<file path="src/hdl/first_fit_coalescing_allocator_macros.svh">
// Assertion macros used by the allocator sequencer (ffca_ctrl).
`ifndef FIRST_FIT_COALESCING_ALLOCATOR_MACROS_SVH
`define FIRST_FIT_COALESCING_ALLOCATOR_MACROS_SVH
`ifndef SYNTHESIS
// Same-cycle implication, clocked on clk_i, off during reset
`define FFCA_ASSERT_IMPL(lbl, pre, post, msg) \
  lbl: assert property (@(posedge clk_i) disable iff (!rst_ni) (pre) |-> (post)) \
    else $error(msg);
// Next-cycle implication
`define FFCA_ASSERT_NEXT(lbl, pre, post, msg) \
  lbl: assert property (@(posedge clk_i) disable iff (!rst_ni) (pre) |=> (post)) \
    else $error(msg);
`else
`define FFCA_ASSERT_IMPL(lbl, pre, post, msg)
`define FFCA_ASSERT_NEXT(lbl, pre, post, msg)
`endif
`endif

</file>
<file path="src/hdl/ffca_pkg.sv">
// Types and constants of the first-fit coalescing allocator.
`default_nettype none
package ffca_pkg;

  localparam int MaxEntries = 64;
  localparam int CntW       = $clog2(MaxEntries + 1);
  localparam logic [31:0] MaxRequest = 32'hFFFF_FFF0;
  localparam logic [31:0] AlignMask  = 32'hFFFF_FFF0;
  localparam logic [31:0] AlignAdd   = 32'd15;

  // one block descriptor
  typedef struct packed {
    logic        vld;
    logic        used;
    logic [31:0] off;
    logic [31:0] size;
  } ent_t;

  // scan wave passed from cell to cell
  typedef struct packed {
    logic        vld;
    logic        found;
    logic        gt;    // hit block larger than request
    logic        mr;    // right neighbor of hit is free
    logic        ml;    // left neighbor of hit is free
    logic [31:0] off;
  } wave_t;

  typedef enum logic [2:0] {
    CMD_NONE    = 3'd0,
    CMD_INIT    = 3'd1,
    CMD_SPLIT   = 3'd2,
    CMD_TAKE    = 3'd3,
    CMD_FREE    = 3'd4,
    CMD_MERGE_L = 3'd5
  } cmd_e;

  // broadcast from the controller to every cell
  typedef struct packed {
    cmd_e        cmd;
    logic        alloc;
    logic        mr;
    logic [31:0] key;
    logic [31:0] arena;
  } ctl_t;

endpackage
`default_nettype wire

</file>
<file path="src/hdl/ffca_cell.sv">
// One descriptor cell of the allocator chain.
`default_nettype none
module ffca_cell (
  input  logic            clk_i,
  input  logic            rst_ni,
  input  logic            first_i,
  input  ffca_pkg::ctl_t  ctl_i,
  input  ffca_pkg::ent_t  left_i,
  input  logic            left_hit_i,
  input  ffca_pkg::ent_t  right_i,
  input  logic            right_hit_i,
  input  ffca_pkg::wave_t wave_i,
  output ffca_pkg::wave_t wave_o,
  output ffca_pkg::ent_t  ent_o,
  output logic            hit_o
);

  ffca_pkg::ent_t  ent_q, ent_d;
  ffca_pkg::wave_t wave_q, wave_d;
  logic            hit_q, hit_d, after_q, after_d;
  logic            match;

  // local compare for the passing scan
  assign match = ent_q.vld && (ctl_i.alloc ? (!ent_q.used && (ent_q.size >= ctl_i.key))
                                           : (ent_q.used && (ent_q.off == ctl_i.key)));

  // wave and marks
  always_comb begin
    wave_d  = wave_i;
    hit_d   = hit_q;
    after_d = after_q;
    if (wave_i.vld) begin
      hit_d   = !wave_i.found && match;
      after_d = wave_i.found;
      if (!wave_i.found && match) begin
        wave_d.found = 1'b1;
        wave_d.off   = ent_q.off;
        wave_d.gt    = ent_q.size > ctl_i.key;
        wave_d.mr    = right_i.vld && !right_i.used;
        wave_d.ml    = left_i.vld && !left_i.used;
      end
    end
  end

  // descriptor update
  always_comb begin
    ent_d = ent_q;
    case (ctl_i.cmd)
      ffca_pkg::CMD_INIT: begin
        ent_d = '0;
        if (first_i) begin
          ent_d.vld  = ctl_i.arena != 32'd0;
          ent_d.size = ctl_i.arena;
        end
      end
      ffca_pkg::CMD_SPLIT: begin
        if (hit_q) begin
          ent_d.size = ctl_i.key;
          ent_d.used = 1'b1;
        end else if (after_q) begin
          if (left_hit_i) begin
            ent_d.vld  = 1'b1;
            ent_d.used = 1'b0;
            ent_d.off  = left_i.off + ctl_i.key;
            ent_d.size = left_i.size - ctl_i.key;
          end else begin
            ent_d = left_i;
          end
        end
      end
      ffca_pkg::CMD_TAKE: begin
        if (hit_q) ent_d.used = 1'b1;
      end
      ffca_pkg::CMD_FREE: begin
        if (hit_q) begin
          ent_d.used = 1'b0;
          if (ctl_i.mr) ent_d.size = ent_q.size + right_i.size;
        end else if (after_q && ctl_i.mr) begin
          ent_d = right_i;
        end
      end
      ffca_pkg::CMD_MERGE_L: begin
        if (right_hit_i) begin
          ent_d.size = ent_q.size + right_i.size;
        end else if (hit_q || after_q) begin
          ent_d = right_i;
        end
      end
      default: ent_d = ent_q;
    endcase
  end

  always_ff @(posedge clk_i or negedge rst_ni) begin
    if (!rst_ni) begin
      ent_q   <= '0;
      wave_q  <= '0;
      hit_q   <= 1'b0;
      after_q <= 1'b0;
    end else begin
      ent_q   <= ent_d;
      wave_q  <= wave_d;
      hit_q   <= (ctl_i.cmd == ffca_pkg::CMD_INIT) ? 1'b0 : hit_d;
      after_q <= (ctl_i.cmd == ffca_pkg::CMD_INIT) ? 1'b0 : after_d;
    end
  end

  assign wave_o = wave_q;
  assign ent_o  = ent_q;
  assign hit_o  = hit_q;

endmodule
`default_nettype wire

</file>
<file path="config.mk">
export PLATFORM = sky130hd
export DESIGN_NAME = ffca_cell
export DESIGN_NICKNAME = d
export VERILOG_FILES = /design/src/hdl/first_fit_coalescing_allocator_macros.svh /design/src/hdl/ffca_pkg.sv /design/src/hdl/ffca_cell.sv
export SDC_FILE = /design/constraint.sdc
export NUM_CORES = 1
export LEC_CHECK = 0
export ABC_AREA = 1
export BUFFER_PORTS_ARGS = -buffer_cell sky130_fd_sc_hd__buf_2
export CORE_MARGIN = 2
export CORE_UTILIZATION = 50
export CTS_CLUSTER_DIAMETER = 40
export DETAILED_ROUTE_END_ITERATION = 8
export PLACE_DENSITY = 0.83
export SETUP_SLACK_MARGIN = 0.3
export SLEW_MARGIN = 20
export SYNTH_ARGS = -nofsm -noshare
export SYNTH_HDL_FRONTEND = slang
export SYNTH_SLANG_ARGS = --single-unit
</file>
<file path="constraint.sdc">
create_clock -name clk_i -period 4.5 [get_ports clk_i]
set_clock_uncertainty 0.2 [all_clocks]
set_input_delay 0.675 -clock clk_i [delete_from_list [all_inputs] [get_ports clk_i]]
set_output_delay 0.675 -clock clk_i [all_outputs]
set_load 0.01 [all_outputs]
</file>
Word level (Yosys, flattened, before mapping)
Index checks and enable logic that the tools add are counted.
{"block": "word_totals", "out_inout_bits": 104, "regBits": 105, "in_bits": 243, "word_cells": 81}
{"block": "op_classes", "n_eq_ne": 17, "add_sub_neg": 3, "n_lt_le_gt_ge": 2, "mux": 28, "n_reduce_logical": 19}
{"op": "two-way mux 66 bit", "n": 4}
{"op": "one-hot mux 64 bit (4 select lines)", "n": 1}
{"op": "two-way mux 32 bit", "n": 7}
{"op": "two-way mux 36 bit", "n": 2}
{"op": "adder 32 bit", "n": 2}
{"op": "two-way mux 34 bit", "n": 1}
{"op": "== test 32 bit", "n": 1}
{"op": ">= comparator 32 bit", "n": 1}
{"op": "greater-than comparator 32 bit", "n": 1}
{"op": "nonzero test 32 bit", "n": 1}
{"op": "subtractor 32 bit", "n": 1}
{"op": "inequality test 2 bit, second input constant", "n": 7}
{"op": "inequality test 3 bit, second input constant", "n": 4}
{"op": "two-way mux 1 bit", "n": 11}
{"op": "logical AND 1 bit", "n": 7}
{"op": "AND reduction 7 bit", "n": 1}
{"op": "== test 3 x 2 -> 1 bit, second input constant", "n": 2}
{"op": "== test 3 bit, second input constant", "n": 2}
{"op": "AND reduction 6 bit", "n": 1}
{"op": "one-hot mux 1 bit (5 select lines)", "n": 1}
{"op": "AND reduction 5 bit", "n": 1}
{"op": "nonzero test 5 bit", "n": 1}
{"op": "logical NOT 1 bit", "n": 4}
{"op": "one-hot mux 1 bit (4 select lines)", "n": 1}
{"op": "4 further kinds", "n": 4}

Depth between registers and ports, before layout
Gate-level depths: netlist (run 1).
{"block": "logic_depth", "ltp_word": 7, "depth_mapped": 18, "depth_no_buf": 18}

Worst setup path before layout (run 1)
OpenSTA, ideal clock, no wires.
{"block": "synth_timing", "kind": "input-to-reg", "start": "input port ctl_i[32] (netlist bit)", "end": "register ent_q, in the netlist ent_o[56]", "slack_ns": 1.638, "t_arrival_ns": 2.545, "cell_stages": 14, "required_ns": 4.184, "path_cell_list": "ha_1 > inv_1 > fa_1 > inv_1 > nand2_1 > o21ai_0 > a21oi_1 > or2_2 > nand3_1 > nor2_1 > o21ai_0 > nand2_1 > nand2_1 > nand2_1"}
{"block": "synth_via", "elab_chain_cells": 5}
{"element": "start, declared", "line": "ffca_cell.sv:7", "text": "input ffca_pkg::ctl_t ctl_i,"}
{"element": "adder 32 bit", "line": "ffca_cell.sv:64", "text": "ent_d.off = left_i.off + ctl_i.key;"}
{"element": "two-way mux 66 bit", "line": "ffca_cell.sv:61", "text": "if (left_hit_i) begin"}
{"element": "two-way mux 66 bit", "line": "ffca_cell.sv:60", "text": "end else if (after_q) begin"}
{"element": "two-way mux 32 bit", "line": "ffca_cell.sv:57", "text": "if (hit_q) begin"}
{"element": "one-hot mux 64 bit (4 select lines)", "line": "ffca_cell.sv:48", "text": "case (ctl_i.cmd)"}
{"element": "end signal, assigned", "line": "ffca_cell.sv:100", "text": "ent_q <= ent_d;"}
{"element": "end, declared", "line": "ffca_cell.sv:18", "text": "ffca_pkg::ent_t ent_q, ent_d;"}
Every way passes these cells. The select of a mux whose other input is x is not followed.
A chain may end at the register's enable or synchronous reset.

==> summary.md, run 1 <==
| Metric | Value |
|---|---|
| Post-CTS setup buffer count | 0 |
| Setup TNS Final | 0 ps |
| Post-layout min period | 3740 ps |
| Actual slew at the worst max-slew pin | 1050 ps |
| Seq/Total Area, Yosys | 18.7% |
| WHS | 123 ps |
| CTS sink cnt | 105 |
| Max IR drop VDD | 172 uV |
| Maximum fanout along the worst path | 71 |
| Vias in the first global route | 15900 |
| Crit path from | ctl_i[55] |
| CP Capture Type | flop |
| Gr ovfl total | 0 |
| Critical path required time | 4580 ps |
| Iter 0 DRT Violations | 1824 |
| Met2 GRT Util | 62.2% |
| Share of cells above drive strength 1 | 14.4% |
| IO Pins | 347 |
| DR DRC count | 0 |
| Core area | 0.0277 mm2 |
| Avg Cell Area, Syn | 5.65 um2 |
| Critical path startpoint category | input pin |
| Worst r2r path cells | 12 |
| Post-route clock period utilization | 83.1% |
| Input/output buffers | 346 |
| Most Crowded Layer GR | met2 |
| Distinct cells, synth | 45 |
| Cell count after synthesis | 2484 |
| Largest net degree at the start of global routing | 72 |
| Area Growth Syn to Fin | 17.2% |
| Total track usage | 39.2% |
| H-tree Lvls | 3 |
| Routed WL | 58500 um |
| CP Capture Point | wave_o[10] |
| Fin nets | 3168 |
| Total of max-cap violations | 0 |
| DR pass1 iterations | 8 |
| Row count | 61 |
| Met1 GRT Util | 51.4% |
| Number of vias per cell | 5.57 |
| DIE WIDTH | 171 um |
| WP data arrival | 3820 ps |
| Synth async-reset ratio | 100% |
| RePlAce Congestion | 1.02 |
| Fin. Hold Viols | 0 |
| RSZ-0062 raised after global routing | no |
| First-pass GRT wire length | 88000 um |
| Total CTS buffers | 9 |
| TritonCTS clock tree | built |
| Pwr Total | 4600 uW |
| R2R Setup Slk | 880 ps |
| DIE AREA | 0.0294 mm2 |
| Fillers | 2847 |
| Min-Delay Path Class | in2async |
| Clock latency on the worst-skew pair | 380 ps |
| Yosys warnings | 0 |
| Die height | 171 um |
| Critical path class | in2reg |
| Mapped Area | 0.0140 mm2 |
| Initial antenna violation count | 8 |
| PwrDens | 280 mW/mm2 |
| Final Core Density | 59.3% |
| CTS Hold Buffers Added | 0 |
| Max Freq | 268 MHz |
| #FFs+latches synth | 105 |
| Root Driver | clkbuf_16 |
| Status | complete, no violations |
| GR Layer Usage met3 | 7.09% |
| Antenna Nets Post-Route | 0 |
| Drt wl/cell | 18.4 um |
| Clk buf depth | 2 |
| Initial core utilization | 50.6% |
| Rel. slew slack | 29.9% |
| Post-CTS Resized | 0 |
| R2r startpoint | ent_o[23] |
| Reg clk slew, reported paths | 90 ps |
| Final setup viols | 0 |
| Hpwl dp | 48200 um |
| DR vias | 17700 |
| Pleak | 0.00955 uW |
| Reg2reg end | wave_o[10] |
| Max Slew Vio Count | 0 |
| Main synth FF type | dfrtp_1 |
| Syn Nets | 2856 |
| Post-synth EDFFs | 0 |
## Yosys cell counts, types with 7 or more instances
library cell,count,area [um2]
nand2_1,882,3310
inv_1,368,1380
nor2_1,242,908
a21oi_1,238,1190
nand3_1,133,666
ha_1,126,1580
o21ai_0,124,621
dfrtp_1,105,2630
clkbuf_1,40,150
nor3_1,22,110
xor2_1,20,175
xnor2_1,19,166
nand4_1,18,113
o22ai_1,17,106
buf_2,11,55.1
nand3b_1,10,75.1
o211ai_1,10,75.1
o21ai_1,9,45.0
a21o_1,8,60.1
o21bai_1,8,60.1
or2_2,8,50.1
inv_2,7,26.3
nor4_1,7,43.8
## sequential cells by signal, indices dropped and copies added, names as in the netlist
register  cells
ent_o        66
wave_o       37
after_q       1
hit_o         1
## worst min-delay path by stage
stage / from / end / slack, ps / cells past startpoint
CTS: rst_ni / ent_o[23] / 130 / 1
finish: rst_ni / ent_o[23] / 120 / 1
global route: rst_ni / wave_o[19] / 160 / 1
floorplan: rst_ni / after_q / 180 / 0
detailed placement: ent_o[45] / ent_o[45] / 300 / 2
global placement: ent_o[45] / ent_o[45] / 300 / 2
## where the power goes
| part | total [uW] | internal [uW] | switching (uW) |
|---|---|---|---|
| clock | 868 | 398 | 471 |
| sequential | 1230 | 1060 | 167 |
| combinational | 2500 | 866 | 1630 |
## cell families (layout without fill, tap and decap cells)
kind of cell	after synthesis	in the layout	share of synthesized area (%)
other	0	6	0
adders and majority gates	129	129	11.7
muxes	1	1	0.0803
AOI/OAI and AO/OA	440	440	16.9
and+or+nand+nor	1333	1333	38.2
xor gates and xnor gates	39	39	2.44
DFF	105	105	18.7
buffers and inverters	437	754	11.9
## per-layer routing
metal | vias up | wire [um]
met4 | 4 | 2900
met5 | - | 30
met3 | 177 | 5670
li1 | 8548 | -
met1 | 7972 | 24500
met2 | 1038 | 25400
## layout make-up
cell class              instances  area [um2]  share of cell area, %
diodes                          6        15.0                 0.0914
clock buffers                   9         225                   1.37
clock inverters                 7        83.8                  0.510
inverters                     375        1410                   8.57
multi-input cells            1942        9740                   59.3
flip-flops and latches        105        2630                   16.0
well taps                     378         473                   2.88
repair buffers                363        1860                   11.3
## critical path: stages
cell	delay, ps
buf_2	160
inv_1	140
ha_1	330
nand2_1	70
nor2_1	140
nand4_1	140
nor3_1	570
nand4_1	470
nand3_1	230
nand2_1	60
nand2_1	90
nand3_2	60
buf_4	320
o21ai_0	300
## layout by cell type, fill, tap and decap left out, types with 17 or more instances in the layout
master and instances:
a21oi_1 238, inv_1 368, nand4_1 18, nor3_1 22, buf_2 345, ha_1 126, o21ai_0 124, o22ai_1 17
buf_4 18, xnor2_1 19, nor2_1 242, nand2_1 882, nand3_1 131, xor2_1 20, dfrtp_1 104
## stage by stage
stage	worst slack (ps)	cell area, um2	std cells
global placement	606	16100	3163
CTS	939	16400	3179
floorplan	1640	14000	2484
finish	762	16400	3185
detailed placement	567	16100	3163
global route	685	16400	3183
No activity file was read; power rests on OpenSTA's default activity.
==> run 2, diff against run 1 <==
==> constraint.sdc (replaced) <==
create_clock -name clk_i -period 3.9 [get_ports clk_i]
set_clock_uncertainty 0.2 [all_clocks]
set_input_delay 0.585 -clock clk_i [delete_from_list [all_inputs] [get_ports clk_i]]
set_output_delay 0.585 -clock clk_i [all_outputs]
set_load 0.01 [all_outputs]
==> summary.md, run 2 (synthesis gave the netlist of run 1 again) <==
| Metric | Value |
|---|---|
| Input/output buffers | 346 (unchanged) |
| Failing checks | negative hold slack |
| Max Slew Vio Count | 0 (unchanged) |
| Most frequent CP cell | nand2_1 |
| Fin nets | 3170 (+0.063%) |
| Inst Count DP | 3165 (+0.063%) |
| Share of cells above drive strength 1 | 14.5% (+0.097 points) |
| Sum of buffers and inverters on the critical path | 4 (+1) |
| Min-Delay Path Class | in2async |
| Rel. slew slack | 45.5% (+16 points) |
| CTS Hold Buffers Added | 0 (unchanged) |
| Switching part of the total | 49.0% (-0.30 points) |
| Max Freq | 303 MHz |
| Clk buf depth | 2 (unchanged) |
| CP Depth | 15 (+1) |
| Final non-filler cell total | 3183 (-0.063%) |
| Pleak | 0.00957 uW (+0.19%) |
| Hpwl dp | 48100 um (-0.31%) |
| Final setup viols | 0 (unchanged) |
| WP data arrival | 3330 ps (-490 ps) |
| TritonCTS clock tree | built |
| Clock network fraction of design power | 18.6% (-0.3 points) |
| Delay-heaviest family, CP | simple AND/OR/NAND/NOR gates |
| Vias in the first global route | 16300 (+2.1%) |
| Antenna Nets Post-Route | 0 (unchanged) |
| RePlAce Congestion | 1.03 (+1.1%) |
| DIE WIDTH | 171 um (unchanged) |
| Pwr Total | 5280 uW (+15%) |
| Sequential Power Share | 27.0% (+0.2 points) |
| DR pass1 iterations | 8 (unchanged) |
| Maximum fanout along the worst path | 71 (unchanged) |
| IO Pins | 347 (unchanged) |
| Gr ovfl total | 0 (unchanged) |
| RSZ-0062 raised after global routing | no |
| Pint | 2690 uW (+16%) |
| Max reg flops | 66 (unchanged) |
| Die height | 171 um (unchanged) |
| Setup TNS Final | 0 ps (unchanged) |
| Critical path class | in2reg |
| PwrDens | 321 mW/mm2 (+15%) |
| Post-layout min period | 3300 ps |
| DIE AREA | 0.0294 mm2 (unchanged) |
| Total CTS buffers | 9 (unchanged) |
| Initial antenna violation count | 4 (-4) |
| Largest stage delay on the critical path | 360 ps (-210 ps) |
| Total track usage | 39.0% (-0.24 points) |
| Clock latency on the worst-skew pair | 380 ps (about the same) |
| First-pass GRT wire length | 88100 um (about the same) |
| Drt wl/cell | 18.2 um (-0.82%) |
| Core area | 0.0277 mm2 (unchanged) |
| Largest net degree at the start of global routing | 72 (unchanged) |
| Reg clk slew, reported paths | 90 ps (about the same) |
| Final instance area | 0.0164 mm2 (about the same) |
| Root Driver | clkbuf_16 |
| Routed WL | 58000 um (-0.88%) |
| DR vias | 17700 (-0.20%) |
| Critical path required time | 3930 ps (-650 ps) |
| Crit-path cells | buf_2, inv_1, ha_1, nand2_1, inv_1, nand4_1, nor3_2, nand4_1, nand3_1, nand2_1, nand2_1, nand3_2, buf_4, nand2_1, o21ai_0 |
| Initial core utilization | 50.6% (unchanged) |
| Power share of the combinational group | 54.4% (about the same) |
| Final Core Density | 59.3% (about the same) |
| Total of max-cap violations | 0 (unchanged) |
| Critical path startpoint category | input pin |
| H-tree Lvls | 3 (unchanged) |
| Worst r2r path cells | 13 (+1) |
| CTS sink cnt | 105 (unchanged) |
| Actual slew at the worst max-slew pin | 817 ps (-234 ps) |
| Row count | 61 (unchanged) |
| Commonest non-fill, non-tap cell in the layout | nand2_1 |
| Number of vias per cell | 5.56 (-0.14%) |
| Max IR drop VDD | 206 uV (+19%) |
| CP Capture Type | flop |
| DR DRC count | 0 (unchanged) |
| Status | finished, violations left |
| Iter 0 DRT Violations | 1738 (-4.7%) |
| Area Growth Syn to Fin | 17.2% (about the same) |
| WHS | -10.1 ps (-133 ps) |
| Fin. Hold Viols | 6 (+6) |
| Max stage delay cell, worst path | nand4_1 |
| Most frequent cells in the layout | nand2_1, inv_1, buf_2, nor2_1, a21oi_1 |
| Post-Place Cell Area | 0.0161 mm2 (about the same) |
| Switch Pwr | 2590 uW (+14%) |
| Post-route clock period utilization | 84.7% |
==> run 2: changes by cell type in the layout (fill, tap and decap cells not counted), sizes merged <==
cell	delta
buf	+2
inv	+2
clkinvlp	-2
diode	-4
==> run 2: repair_timing <==
item,in CTS,in global routing
setup buffers,0,0
gates resized for setup,0,1
setup endpoints to repair,0,34
==> run 2: layout make-up <==
class                   count  area, um2
well taps                 378        473
multi-input cells        1942       9740
fillers                  2866      11300
repair buffers            365       1880
clock buffers               9        225
clock inverters             7       81.3
diodes                      2       5.00
inverters                 375       1410
flip-flops and latches    105       2630
==> run 2: worst register-to-register path, stage by stage, from the launching register on <==
cell	delay [ps]
dfrtp_1	470
ha_1	330
nand2_1	150
inv_1	90
nand4_1	120
nor3_2	340
nand4_1	360
nand3_1	250
nand2_1	70
nand2_1	90
nand3_2	60
buf_4	310
nand2_1	200
o21ai_0	90
==> run 2: per-stage QoR <==
stage | hold WS (ps) | setup slack [ps]
6_report | -10.1 | 599
3_5_place_dp | 301 | 196
2_1_floorplan | 89.4 | 1130
4_1_cts | 6.76 | 556
3_3_place_gp | 294 | 185
5_1_grt | 22.7 | 447
==> run 2: layer usage <==
metal | global-route usage [%] | wire, um | vias up
met1 | 51.4 | 24200 | 7981
met5 | 0 | 14 | -
met4 | 18.3 | 2900 | 4
li1 | - | - | 8560
met2 | 62.6 | 25500 | 991
met3 | 5.73 | 5400 | 167
==> run 2: final timing paths <==
path                                  from    endpoint  slack [ps]
worst min-delay path                rst_ni  wave_o[36]         -10
max in group asynchronous           rst_ni    ent_o[4]        2570
min in group clk_i              wave_i[36]  wave_o[36]         180
worst max-delay path             ctl_i[63]   wave_o[5]         600
worst max register to register   ent_o[31]   wave_o[5]         640
worst min register to register   ent_o[45]   ent_o[45]         320
==> run 2: power groups by stage <==
stage               clock (uW)  sequential [uW]  combinational [uW]
global route              1030             1430                3220
floorplan                    0             1430                1810
CTS                        985             1420                2810
finish                     984             1430                2870
detailed placement           0             1440                2800
global placement             0             1440                2750
