<file path="config.mk">
export PLATFORM = sky130hd
export DESIGN_NAME = ffca_ctrl
export DESIGN_NICKNAME = d
export VERILOG_FILES = /design/src/hdl/ffca_pkg.sv /design/src/hdl/ffca_ctrl.sv
export VERILOG_INCLUDE_DIRS = /design/src /design/src/hdl
export SDC_FILE = /design/constraint.sdc
export NUM_CORES = 1
export LEC_CHECK = 0
export BUFFER_PORTS_ARGS = -buffer_cell sky130_fd_sc_hd__buf_2
export CORE_ASPECT_RATIO = 0.8
export CORE_UTILIZATION = 43
export DETAILED_ROUTE_END_ITERATION = 6
export HOLD_SLACK_MARGIN = 0.12
export PLACE_DENSITY = 0.78
export RECOVER_POWER = 100
export SYNTH_ARGS = -nofsm -noshare
export SYNTH_HDL_FRONTEND = slang
export SYNTH_SLANG_ARGS = --single-unit
</file>
<file path="constraint.sdc">
create_clock -name clk_i -period 4.3 [get_ports clk_i]
set_input_delay 0.215 -clock clk_i [delete_from_list [all_inputs] [get_ports clk_i]]
set_output_delay 0.215 -clock clk_i [all_outputs]
set_load 0.02 [all_outputs]
</file>
<file path="src/hdl/first_fit_coalescing_allocator_macros.svh">
// Assertion macros used by the allocator sequencer (ffca_ctrl).
`ifndef FIRST_FIT_COALESCING_ALLOCATOR_MACROS_SVH
`define FIRST_FIT_COALESCING_ALLOCATOR_MACROS_SVH
`ifndef SYNTHESIS
// Same-cycle implication, clocked on clk_i, off during reset
`define FFCA_ASSERT_IMPL(lbl, pre, post, msg) \
  lbl: assert property (@(posedge clk_i) disable iff (!rst_ni) (pre) |-> (post)) \
    else $error(msg);
// Next-cycle implication
`define FFCA_ASSERT_NEXT(lbl, pre, post, msg) \
  lbl: assert property (@(posedge clk_i) disable iff (!rst_ni) (pre) |=> (post)) \
    else $error(msg);
`else
`define FFCA_ASSERT_IMPL(lbl, pre, post, msg)
`define FFCA_ASSERT_NEXT(lbl, pre, post, msg)
`endif
`endif

</file>
<file path="src/hdl/ffca_pkg.sv">
// Types and constants of the first-fit coalescing allocator.
`default_nettype none
package ffca_pkg;

  localparam int MaxEntries = 64;
  localparam int CntW       = $clog2(MaxEntries + 1);
  localparam logic [31:0] MaxRequest = 32'hFFFF_FFF0;
  localparam logic [31:0] AlignMask  = 32'hFFFF_FFF0;
  localparam logic [31:0] AlignAdd   = 32'd15;

  // one block descriptor
  typedef struct packed {
    logic        vld;
    logic        used;
    logic [31:0] off;
    logic [31:0] size;
  } ent_t;

  // scan wave passed from cell to cell
  typedef struct packed {
    logic        vld;
    logic        found;
    logic        gt;    // hit block larger than request
    logic        mr;    // right neighbor of hit is free
    logic        ml;    // left neighbor of hit is free
    logic [31:0] off;
  } wave_t;

  typedef enum logic [2:0] {
    CMD_NONE    = 3'd0,
    CMD_INIT    = 3'd1,
    CMD_SPLIT   = 3'd2,
    CMD_TAKE    = 3'd3,
    CMD_FREE    = 3'd4,
    CMD_MERGE_L = 3'd5
  } cmd_e;

  // broadcast from the controller to every cell
  typedef struct packed {
    cmd_e        cmd;
    logic        alloc;
    logic        mr;
    logic [31:0] key;
    logic [31:0] arena;
  } ctl_t;

endpackage
`default_nettype wire

</file>
<file path="src/hdl/ffca_ctrl.sv">
// Sequencer of the allocator: handshakes, scan launch and table commands.
`default_nettype none
`include "first_fit_coalescing_allocator_macros.svh"
module ffca_ctrl (
  input  logic            clk_i,
  input  logic            rst_ni,
  input  logic            in_valid_i,
  output logic            in_stall_o,
  input  logic            op_i,
  input  logic [31:0]     request_size_i,
  input  logic [31:0]     release_offset_i,
  output logic            out_valid_o,
  input  logic            out_stall_i,
  output logic [31:0]     block_offset_o,
  output logic            status_o,
  output logic            arena_empty_o,
  input  logic            cfg_valid_i,
  output logic            cfg_ready_o,
  input  logic [31:0]     cfg_arena_size_i,
  input  ffca_pkg::wave_t tail_i,
  input  logic            any_used_i,
  output ffca_pkg::wave_t head_o,
  output ffca_pkg::ctl_t  ctl_o
);

  typedef enum logic [4:0] {
    S_IDLE  = 5'b00001,
    S_SCAN  = 5'b00010,
    S_ACT   = 5'b00100,
    S_MERGE = 5'b01000,
    S_DONE  = 5'b10000
  } state_e;

  state_e                    state_q, state_d;
  logic [ffca_pkg::CntW-1:0] cnt_q, cnt_d;
  logic                      op_q, op_d;
  logic [31:0]               key_q, key_d;
  logic                      start_q, start_d;
  ffca_pkg::wave_t           res_q, res_d;
  logic                      out_valid_q, out_valid_d;
  logic [31:0]               out_off_q, out_off_d;
  logic                      out_status_q, out_status_d;
  logic                      out_empty_q, out_empty_d;
  logic                      in_acc, out_acc, cfg_acc, pre_fail, room;

  assign in_acc  = in_valid_i && !in_stall_o;
  assign cfg_acc = cfg_valid_i && (state_q == S_IDLE);
  assign out_acc = out_valid_q && !out_stall_i;
  assign room    = cnt_q < ffca_pkg::CntW'(ffca_pkg::MaxEntries);
  assign pre_fail = !op_i && ((cnt_q == '0) || (request_size_i == 32'd0) ||
                              (request_size_i > ffca_pkg::MaxRequest));

  // sequencing
  always_comb begin
    state_d      = state_q;
    cnt_d        = cnt_q;
    op_d         = op_q;
    key_d        = key_q;
    start_d      = 1'b0;
    res_d        = res_q;
    out_valid_d  = out_acc ? 1'b0 : out_valid_q;
    out_off_d    = out_off_q;
    out_status_d = out_status_q;
    out_empty_d  = out_empty_q;
    ctl_o        = '0;
    ctl_o.alloc  = !op_q;
    ctl_o.key    = key_q;
    ctl_o.mr     = res_q.mr;
    ctl_o.arena  = cfg_arena_size_i;
    case (state_q)
      S_IDLE: begin
        if (cfg_acc) begin
          ctl_o.cmd = ffca_pkg::CMD_INIT;
          cnt_d     = (cfg_arena_size_i != 32'd0) ? ffca_pkg::CntW'(1) : '0;
        end else if (in_acc) begin
          op_d      = op_i;
          key_d     = op_i ? release_offset_i
                           : ((request_size_i + ffca_pkg::AlignAdd) & ffca_pkg::AlignMask);
          res_d     = '0;
          start_d   = !pre_fail;
          state_d   = pre_fail ? S_DONE : S_SCAN;
        end
      end
      S_SCAN: begin
        if (tail_i.vld) begin
          res_d   = tail_i;
          state_d = tail_i.found ? S_ACT : S_DONE;
        end
      end
      S_ACT: begin
        if (!op_q) begin
          if (res_q.gt && room) begin
            ctl_o.cmd = ffca_pkg::CMD_SPLIT;
            cnt_d     = cnt_q + ffca_pkg::CntW'(1);
          end else begin
            ctl_o.cmd = ffca_pkg::CMD_TAKE;
          end
          state_d = S_DONE;
        end else begin
          ctl_o.cmd = ffca_pkg::CMD_FREE;
          cnt_d     = cnt_q - ffca_pkg::CntW'(res_q.mr);
          state_d   = res_q.ml ? S_MERGE : S_DONE;
        end
      end
      S_MERGE: begin
        ctl_o.cmd = ffca_pkg::CMD_MERGE_L;
        cnt_d     = cnt_q - ffca_pkg::CntW'(1);
        state_d   = S_DONE;
      end
      S_DONE: begin
        if (!out_valid_q || !out_stall_i) begin
          out_valid_d  = 1'b1;
          out_off_d    = (res_q.found && !op_q) ? res_q.off : 32'd0;
          out_status_d = !res_q.found;
          out_empty_d  = !any_used_i;
          state_d      = S_IDLE;
        end
      end
      default: state_d = S_IDLE;
    endcase
  end

  always_ff @(posedge clk_i or negedge rst_ni) begin
    if (!rst_ni) begin
      state_q     <= S_IDLE;
      cnt_q       <= '0;
      start_q     <= 1'b0;
      out_valid_q <= 1'b0;
    end else begin
      state_q     <= state_d;
      cnt_q       <= cnt_d;
      start_q     <= start_d;
      out_valid_q <= out_valid_d;
    end
  end

  // payload registers
  always_ff @(posedge clk_i) begin
    op_q         <= op_d;
    key_q        <= key_d;
    res_q        <= res_d;
    out_off_q    <= out_off_d;
    out_status_q <= out_status_d;
    out_empty_q  <= out_empty_d;
  end

  always_comb begin
    head_o     = '0;
    head_o.vld = start_q;
  end

  // a configuration write wins over a pending input transaction
  assign in_stall_o     = (state_q != S_IDLE) || cfg_valid_i;
  assign cfg_ready_o    = state_q == S_IDLE;
  assign out_valid_o    = out_valid_q;
  assign block_offset_o = out_off_q;
  assign status_o       = out_status_q;
  assign arena_empty_o  = out_empty_q;

  `FFCA_ASSERT_IMPL(a_cnt_max, 1'b1, cnt_q <= ffca_pkg::CntW'(ffca_pkg::MaxEntries), "descriptor count overflow")
  `FFCA_ASSERT_NEXT(a_busy_after_in, in_acc, in_stall_o, "input taken while busy")
  `FFCA_ASSERT_IMPL(a_fail_zero_off, out_valid_o && status_o, block_offset_o == 32'd0, "failed result carries an offset")
  `FFCA_ASSERT_IMPL(a_split_room, ctl_o.cmd == ffca_pkg::CMD_SPLIT, room, "split with full table")

endmodule
`default_nettype wire

</file>
* Word level (Yosys, flattened, before mapping)
Cells that the tools add are included.
** Word-level totals
- Bits in registers :: 117
- Bits of input ports :: 140
- Output and inout port bits :: 143
- Word-level logic and storage cells :: 91
** Cells by class
- Add/sub/neg operators :: 4
- $lt $le $gt $ge :: 2
- Equal/unequal tests :: 12
- Mux-type cells :: 29
- Bitwise gates (word level) :: 1
- Reductions and logical operators :: 28
** Operator list (count)
- $mux 36 :: 3
- $pmux 36 s2 :: 1
- $mux 5 :: 8
- $add 32x4->32 const B :: 1
- $gt 32x32->1 const B :: 1
- $logic_not 32->1 :: 1
- $mux 32 :: 1
- $reduce_bool 32->1 :: 1
- $pmux 5 s5 :: 1
- $mux 7 :: 3
- $pmux 7 s3 :: 1
- $mux 1 :: 9
- $pmux 3 s3 :: 1
- $logic_not 1->1 :: 8
- $reduce_and 4->1 :: 2
- $add 7x1->7 const B :: 1
- $logic_not 7->1 :: 1
- $lt 7x7->1 const B :: 1
- $sub 7x1->7 :: 1
- $sub 7x1->7 const B :: 1
- $logic_and 1x1->1 :: 6
- $ne 2x2->1 const B :: 3
- $reduce_and 3->1 :: 2
- $eq 5x1->1 const B :: 1
- 13 further kinds :: 17

* Logic depth before layout (Yosys ltp)
Gate-level depths: netlist of run 1.
- Depth in word-level cells :: 8
- Mapped depth :: 11
- Gate-level depth less buffers :: 11

* Least setup slack after synthesis of run 1
Ideal clock, no wire load.
- Path type :: reg-to-reg
- Start point :: register state_q[1]
- End point :: register res_q (netlist bit ctl_o[64]), enable pin
- Library setup time :: 0.484 ns
- Data arrival time :: 3.595 ns
- Required time :: 3.816 ns
- Slack :: 0.221 ns
- Cell stages (with the launch flop) :: 6
- Buffers on the path :: 0
- Clock period less this slack :: 4.079 ns
- Path through :: dfrtp_1 -> nor3_1 -> nand3b_1 -> inv_1 -> a2bb2oi_1 -> a21boi_0
** On the way
- Elaborated cells on any way between the ends :: 12
- Those cells by class :: eq/ne (6); reduce/logical (6)
** RTL lines
- start: declaration :: line ffca_ctrl.sv:34 : state_e state_q, state_d;
- start signal: assignment :: line ffca_ctrl.sv:130 : state_q <= state_d;
- $eq 5x1->1 (*)
- net cfg_ready_o :: line ffca_ctrl.sv:18 : output logic cfg_ready_o,
- $logic_and 1x1->1 :: line ffca_ctrl.sv:47 : assign cfg_acc = cfg_valid_i && (state_q == S_IDLE);
- $ne 2x2->1 (no line)
- $reduce_and 4->1 (no line) (*)
- end signal: assignment :: line ffca_ctrl.sv:141 : res_q <= res_d;
- end: declaration :: line ffca_ctrl.sv:39 : ffca_pkg::wave_t res_q, res_d;
Mark *: on every way through the listed nets, which the timed path passes. The rest lies on a longest branch.
A chain may end at the register's enable or synchronous reset.

* Worst setup path in the final report of run 1
- Start point :: register state_q[4]
- End point :: register cnt_q[6] (netlist bit)
** On the way
- Cells in the longest elaborated chain, start to end :: 4
- Elaborated cells on any way between the ends :: 9
- Those cells by class :: eq/ne (5); mux (1); reduce/logical (3)
** Ends and longest elaborated chain
- $eq 5x1->1 :: line ffca_ctrl.sv:47, ffca_ctrl.sv:70
- $logic_and 1x1->1 :: line ffca_ctrl.sv:47
- $ne 2x1->1 (no line)
- $reduce_and 3->1 (no line)
- end signal: assignment :: line ffca_ctrl.sv:131 : cnt_q <= cnt_d;
- end: declaration :: line ffca_ctrl.sv:35 : logic [ffca_pkg::CntW-1:0] cnt_q, cnt_d;
Several ways; a longest one is shown, not always the timed one.

==> out/qor.yml, run 1 <==
finalNetCount: 970
slowest_stage: "nor3_1"
final_common_cell: "buf_2"
die_y_um: 109
power.share.clock_pct: 37.6
synth_compound_area_share_pct: 5.77
final_max_slew_viol_count: 183
h-tree-depth: 4
yosysSeqAreaShare_pct: 56.1
vias: 4940
insertedDiodeCount: 0
r2r_end: "cnt_q[6]$_DFFE_PN0P_"
hold_path_end: "key_q[5]$_DFFE_PP_"
drtIter0Drc: 147
final_cell_mix: "buf_2, clkbuf_1, edfxtp_1, dlygate4sd3_1, nand2_1"
core-area_um2: 13700
cts_root_buffer: "clkbuf_16"
clkTransAtPathRegs_ps: 60
yosysWarnings: 0
overflow: 0
finalSetupViolations: 0
synthXorXnorAreaFrac_pct: 2.85
rsz0062_at_grt: "no"
die_area_um2: 14800
synth_ff_type: "edfxtp_1"
synth_simple_gate_area_share_pct: 21.8
peakVddDrop_v: 0.000256
power.share.switching_pct: 30.2
drive_above_1_share_pct: 22.0
max_freq_mhz: 337
startpoint_type: "register"
maxSlewHeadroom_pct: -76.5
grt_usage_pct: 20.5
min_path_type: "input port to register"
status: "finished, violations left"
cts_sinks: 117
synth_edf_count: 103
wire_per_inst_um: 15.1
p_int_w: 0.00270
antenna_found_initial: 2
power_density_nw_per_um2: 468
die_w_um: 136
layout_min_cycle_time_ps: 2970
synth.mux.area_fraction_pct: 0.734
post_layout_nonfiller_instances: 1015
power.switching_w: 0.00117
netlist_area_um2: 6140
rr_worst_depth: 11
grt_first_pass_wirelength_mm: 22.9
crit_family: "simple AND/OR/NAND/NOR gates"
cts_made_buffers: 17
grt_pass1_vias: 4564
cts_tree: "built"
tns_ps: 0
initial_core_util_pct: 44.7
area_delta_synth_final_pct: 34.5
io-pin-count: 283
synth_cells: 546
arrival_ps: 3270
combinationalPowerShare_pct: 19.5
synth_cell_types: 49
cp-end-kind: "register"
synth_top_family_by_area: "simple AND/OR/NAND/NOR gates"
path_cells: "nor3_1 -> nand2_1 -> nand3b_1 -> ha_1 -> inv_1 -> fa_1 -> a211oi_1 -> o21ai_0 -> and3_1 -> o21a_1 -> a21o_1"
synth_fa_ha_area_share_pct: 1.75
postSynthAreaPerCell_um2: 11.2
whs_path_depth: 3
dp_cells: 917
p_total_w: 0.00387
violations: "max-capacitance violations, max-slew violations"
firstDrtPassIters: 4
seq_power_share_pct: 42.9
cpPeakStageDelay_ps: 500
ant_nets: 0
finalCritPeriodShare_pct: 69.1
worst-path-buf-inv: 1
rows: 38
worstPathRequired_ps: 4600
ys_ff_latch: 117
grt_max_degree: 75
clock_skew_ps: 9.84
port_buffers: 246
clock_latency_ps: 400
viasPerCell: 4.87
hold_start: "release_offset_i[5]"
wl_mm: 15.3
cts_buffer_depth: 2
critical_path_class: "register to register"
synthArstFlopShare_pct: 12.0
cap_violations: 4
worstMarginPinSlew_ps: 2650
ff2ff_setup_slack_ps: 1330
routabilityCongestion: 0.862
p_leak_nw: 3.43
hold_viol: 0
dpl.hpwl_mm: 10.5
r2r-start: "state_q[4]$_DFFE_PN0P_"
post_cts_resized: 0
drc: 0
cts_setup_buffers: 0
cp_max_fo: 6
-- worst min-delay path, stage by stage --
cell and delay [ps]:
buf_2 70, nand2_1 50, o21ai_0 70
-- registers in the layout, indices dropped and copies added, names as in the netlist --
register and cells:
res_q 35, block_offset_o 32, key_q 32, cnt_q 7, state_q 5, arena_empty_o 1
ctl_o 1, op_q 1, out_valid_o 1, start_q 1, status_o 1
-- through the flow --
stage | area, µm² | hold WS [ps] | setup slack, ps | utilization (%)
2_1_floorplan | 6270 | -80.6 | 221 | -
3_3_place_gp | 7150 | 134 | 1440 | 52.0
3_5_place_dp | 7150 | 138 | 1350 | 52.0
4_1_cts | 8420 | 120 | 1350 | 61.3
5_1_grt | 8260 | 123 | 1010 | 60.1
6_report | 8260 | 128 | 1330 | 60.1
-- kinds of logic after synthesis --
family / Yosys count
DFF: 117
AOI/OAI and AO/OA: 58
adders and majority gates: 8
buffers and inverters: 106
other: 1
and+or+nand+nor: 232
muxes: 4
xor gates and xnor gates: 20
-- per-layer routing --
layer / up-vias / global-route usage (%) / share of wire (%)
li1: 2433 / - / -
met1: 2301 / 24.2 / 42
met2: 191 / 35.9 / 50
met3: 15 / 6.37 / 7.0
met4: 0 / 6.18 / 0.97
met5: - / 0 / 0
-- power by group through the flow --
| stage | Combinational, W | Sequential (W) | Clock, W |
|---|---|---|---|
| after CTS | 0.000794 | 0.00165 | 0.00148 |
| after global placement | 0.000734 | 0.00166 | 0 |
| after detailed placement | 0.000744 | 0.00167 | 0 |
| after floorplan | 0.000488 | 0.00170 | 0 |
| after global routing | 0.000832 | 0.00168 | 0.00153 |
| final | 0.000753 | 0.00166 | 0.00145 |
-- Yosys cell counts (2+ instances only) --
master    count  share of area, %
edfxtp_1    103                50
buf_4        70               8.6
and2_1       43               4.4
nand2_1      42               2.6
and3_1       39               4.0
o21ai_0      30               2.4
clkbuf_1     18               1.1
nand3_1      17               1.4
nor4_1       17               1.7
nor2_1       16              0.98
inv_1        15              0.92
dfrtp_1      13               5.3
nand4_1      12               1.2
nor2b_1      11               1.1
xor2_1       11               1.6
nor3_1       10              0.82
xnor2_1       9               1.3
a21oi_1       7              0.57
ha_1          7               1.4
or4_1         7              0.86
nand3b_1      5              0.61
mux2_2        4              0.73
a21o_1        3              0.37
a221o_1       3              0.49
nand2b_1      3              0.31
o31ai_1       3              0.37
a211oi_1      2              0.24
a31oi_1       2              0.20
nor4_4        2              0.69
o21a_1        2              0.24
or2_2         2              0.20
-- cell type report --
type / count / area, µm²
clock buffers: 17 / 425
well taps: 180 / 225
multi-input cells: 358 / 2170
fillers: 1149 / 5480
repair buffers: 313 / 1760
inverters: 15 / 56.3
flip-flops and latches: 117 / 3440
clock inverters: 15 / 180
-- how the worst max path moves through the flow --
| stage | startpoint | endpoint | slack, ps | depth (start not counted) |
|---|---|---|---|---|
| final | state_q[4]$_DFFE_PN0P_ | cnt_q[6]$_DFFE_PN0P_ | 1330 | 11 |
| after floorplan | state_q[1]$_DFFE_PN0P_ | ctl_o[64]$_SDFFCE_PN0P_ | 220 | 5 |
| after global placement | state_q[4]$_DFFE_PN0P_ | cnt_q[6]$_DFFE_PN0P_ | 1440 | 11 |
| after CTS | state_q[4]$_DFFE_PN0P_ | cnt_q[6]$_DFFE_PN0P_ | 1350 | 11 |
| after global routing | state_q[4]$_DFFE_PN0P_ | cnt_q[6]$_DFFE_PN0P_ | 1010 | 11 |
| after detailed placement | state_q[4]$_DFFE_PN0P_ | cnt_q[6]$_DFFE_PN0P_ | 1350 | 11 |
-- timing repair --
item | 4_1_cts | 5_1_grt
hold buffers | 66 | 0
hold endpoints to repair | 80 | 0
endpoints found under the setup margin | 0 | 0
No activity file was read; power rests on OpenSTA's default activity.
==> run 2: changes to the inputs <==
Settings changed: CORE_UTILIZATION 43 to 47, PLACE_DENSITY 0.78 to 0.81.
Clock period 4.3 ns to 2.8 ns, I/O delays scaled along.
==> run 2 against run 1 <==
The run now ends clean. Clock power up 54%. Register-to-register slack lost 1200 ps. Combinational power increased by 67%. Sequential share of layout area is 1.0 points lower. Count of clock-buffer cells in the layout is the same. Flip-flop and latch count did not move. Die area shrank 8.4%. Via count grew 4.0%. Global-route usage up 3.6 points. Wire length is 5.5% higher.
==> out/qor.yml, run 2 (same netlist as run 1, synthesis figures left out) <==
status: "complete, no violations"
grt_max_degree: 75
maxSlewHeadroom_pct: 28.1
finalNetCount: 989
h-tree-depth: 4
cp-startpoint: "state_q[0]$_DFFE_PN1P_"
final_common_cell: "buf_2"
port_buffers: 246
p_leak_nw: 3.58
cp_max_fo: 7
firstDrtPassIters: 5
power_density_nw_per_um2: 713
cpPeakStageDelay_ps: 570
die_w_um: 130
post_layout_nonfiller_instances: 1025
die_y_um: 104
fillers: 958
rows: 36
max_freq_mhz: 381
cts_tree: "built"
crit_family: "compound AO/OA/AOI/OAI gates"
routabilityCongestion: 0.869
finalCritPeriodShare_pct: 93.7
layout_min_cycle_time_ps: 2620
final_max_slew_viol_count: 0
arrival_ps: 2920
clock_latency_ps: 400
drive_above_1_share_pct: 24.8
dpl.hpwl_mm: 10.6
cts_setup_buffers: 0
clock_skew_ps: 9.70
dpl_cell_area_um2: 7220
grt_first_pass_wirelength_mm: 25.1
rr_worst_depth: 10
slowest_stage: "dfstp_2"
finalSetupViolations: 0
cts_made_buffers: 17
p_total_w: 0.00603
critical_path_class: "register to register"
initial_core_util_pct: 49.4
hold_viol: 0
ff2ff_setup_slack_ps: 180
wl_mm: 16.1
startpoint_type: "register"
peakVddDrop_v: 0.000430
worst-path-buf-inv: 2
cp-end-kind: "register"
cts_buffer_depth: 2
io-pin-count: 283
ant_nets: 0
dp_cells: 919
grt_pass1_vias: 5216
r2r-start: "state_q[0]$_DFFE_PN1P_"
area_delta_synth_final_pct: 37.9
largest_reg_flops: 35
insertedDiodeCount: 0
final_cell_mix: "buf_2, edfxtp_1, clkbuf_1, dlygate4sd3_1, nand2_1"
worstMarginPinSlew_ps: 1080
min_path_type: "input port to register"
regMostFlops: "res_q"
drc: 0
cts_root_buffer: "clkbuf_16"
drtIter0Drc: 295
r2r_end: "cnt_q[6]$_DFFE_PN0P_"
clkTransAtPathRegs_ps: 60
wire_per_inst_um: 15.7
overflow: 0
vias: 5137
endpoint: "cnt_q[6]$_DFFE_PN0P_"
core-area_um2: 12400
viasPerCell: 5.01
path_cells: "nor3_2 -> buf_4 -> a21oi_2 -> inv_2 -> fa_1 -> a211oi_2 -> o21ai_1 -> and3_1 -> o21a_1 -> a21o_1"
grt_usage_pct: 24.1
antenna_found_initial: 0
cap_violations: 0
cp.depth: 10
die_area_um2: 13500
cts_sinks: 117
finalInstanceArea_um2: 8460
worstPathRequired_ps: 3090
==> run 2: cell types whose count changed in the layout (fill, tap and decap cells not counted), moves of 2 or more <==
cell and change:
and2_0 -17, and2_1 +17, clkbuf_1 -13, buf_2 +12, buf_4 +12, dlygate4sd3_1 +8
clkinvlp_4 +2, inv_6 -2
==> run 2: final cells by class <==
type / instances / area [µm²] / area share (%)
clock buffers: 17 / 425 / 5.03
inverters: 15 / 56.3 / 0.665
well taps: 171 / 214 / 2.53
flip-flops and latches: 117 / 3440 / 40.7
multi-input cells: 358 / 2200 / 26.0
repair buffers: 332 / 1940 / 22.9
clock inverters: 15 / 184 / 2.17
==> run 2: report_power, final <==
| group | internal, W | switching, W | leakage, nW |
|---|---|---|---|
| clock network | 0.00136 | 0.000876 | 0.295 |
| logic | 0.000453 | 0.000807 | 2.13 |
| registers | 0.00239 | 0.000153 | 1.15 |
| total | 0.00420 | 0.00184 | 3.58 |
==> run 2: through the flow <==
| stage | TNS, ps | hold slack [ps] | worst slack (ps) | utilization (%) |
|---|---|---|---|---|
| final | 0 | 174 | 177 | 68.1 |
| after global routing | -24.9 | 174 | -24.9 | 68.1 |
| after CTS | 0 | 160 | 18.8 | 69.0 |
| after detailed placement | -26.6 | 59.8 | -26.6 | 58.1 |
| after global placement | 0 | 50.9 | 116 | 58.1 |
| after floorplan | 0 | -156 | 23.7 | - |
==> run 2: what timing repair did <==
| item | 4_1_cts | 5_1_grt |
|---|---|---|
| gates cloned | 0 | 0 |
| setup endpoints to repair | 1 | 2 |
| endpoints found under the hold margin | 87 | 0 |
| pin swaps | 0 | 0 |
| hold buffers | 74 | 0 |
| gates resized for setup | 1 | 4 |
==> run 2: worst min-delay path: stages <==
cell	delay, ps
buf_2	120
nand2_1	60
o21ai_0	70
nand3_1	70
==> run 2: how the worst min path moves through the flow <==
stage	slack, ps	from	cells after the start	endpoint
after floorplan	-160	rst_ni	0	cnt_q[0]$_DFFE_PN0P_
after global placement	50	rst_ni	1	cnt_q[3]$_DFFE_PN0P_
after detailed placement	60	rst_ni	1	cnt_q[4]$_DFFE_PN0P_
after CTS	160	request_size_i[27]	4	key_q[29]$_DFFE_PP_
after global routing	170	request_size_i[7]	3	key_q[7]$_DFFE_PP_
final	170	request_size_i[27]	4	key_q[29]$_DFFE_PP_
==> run 2: layer usage <==
metal,track usage [%],up-vias,routed length (µm)
met3,7.00,18,1170
met4,8.06,0,252
met5,0,-,0
li1,-,2468,-
met1,26.1,2435,6150
met2,44.3,216,8560
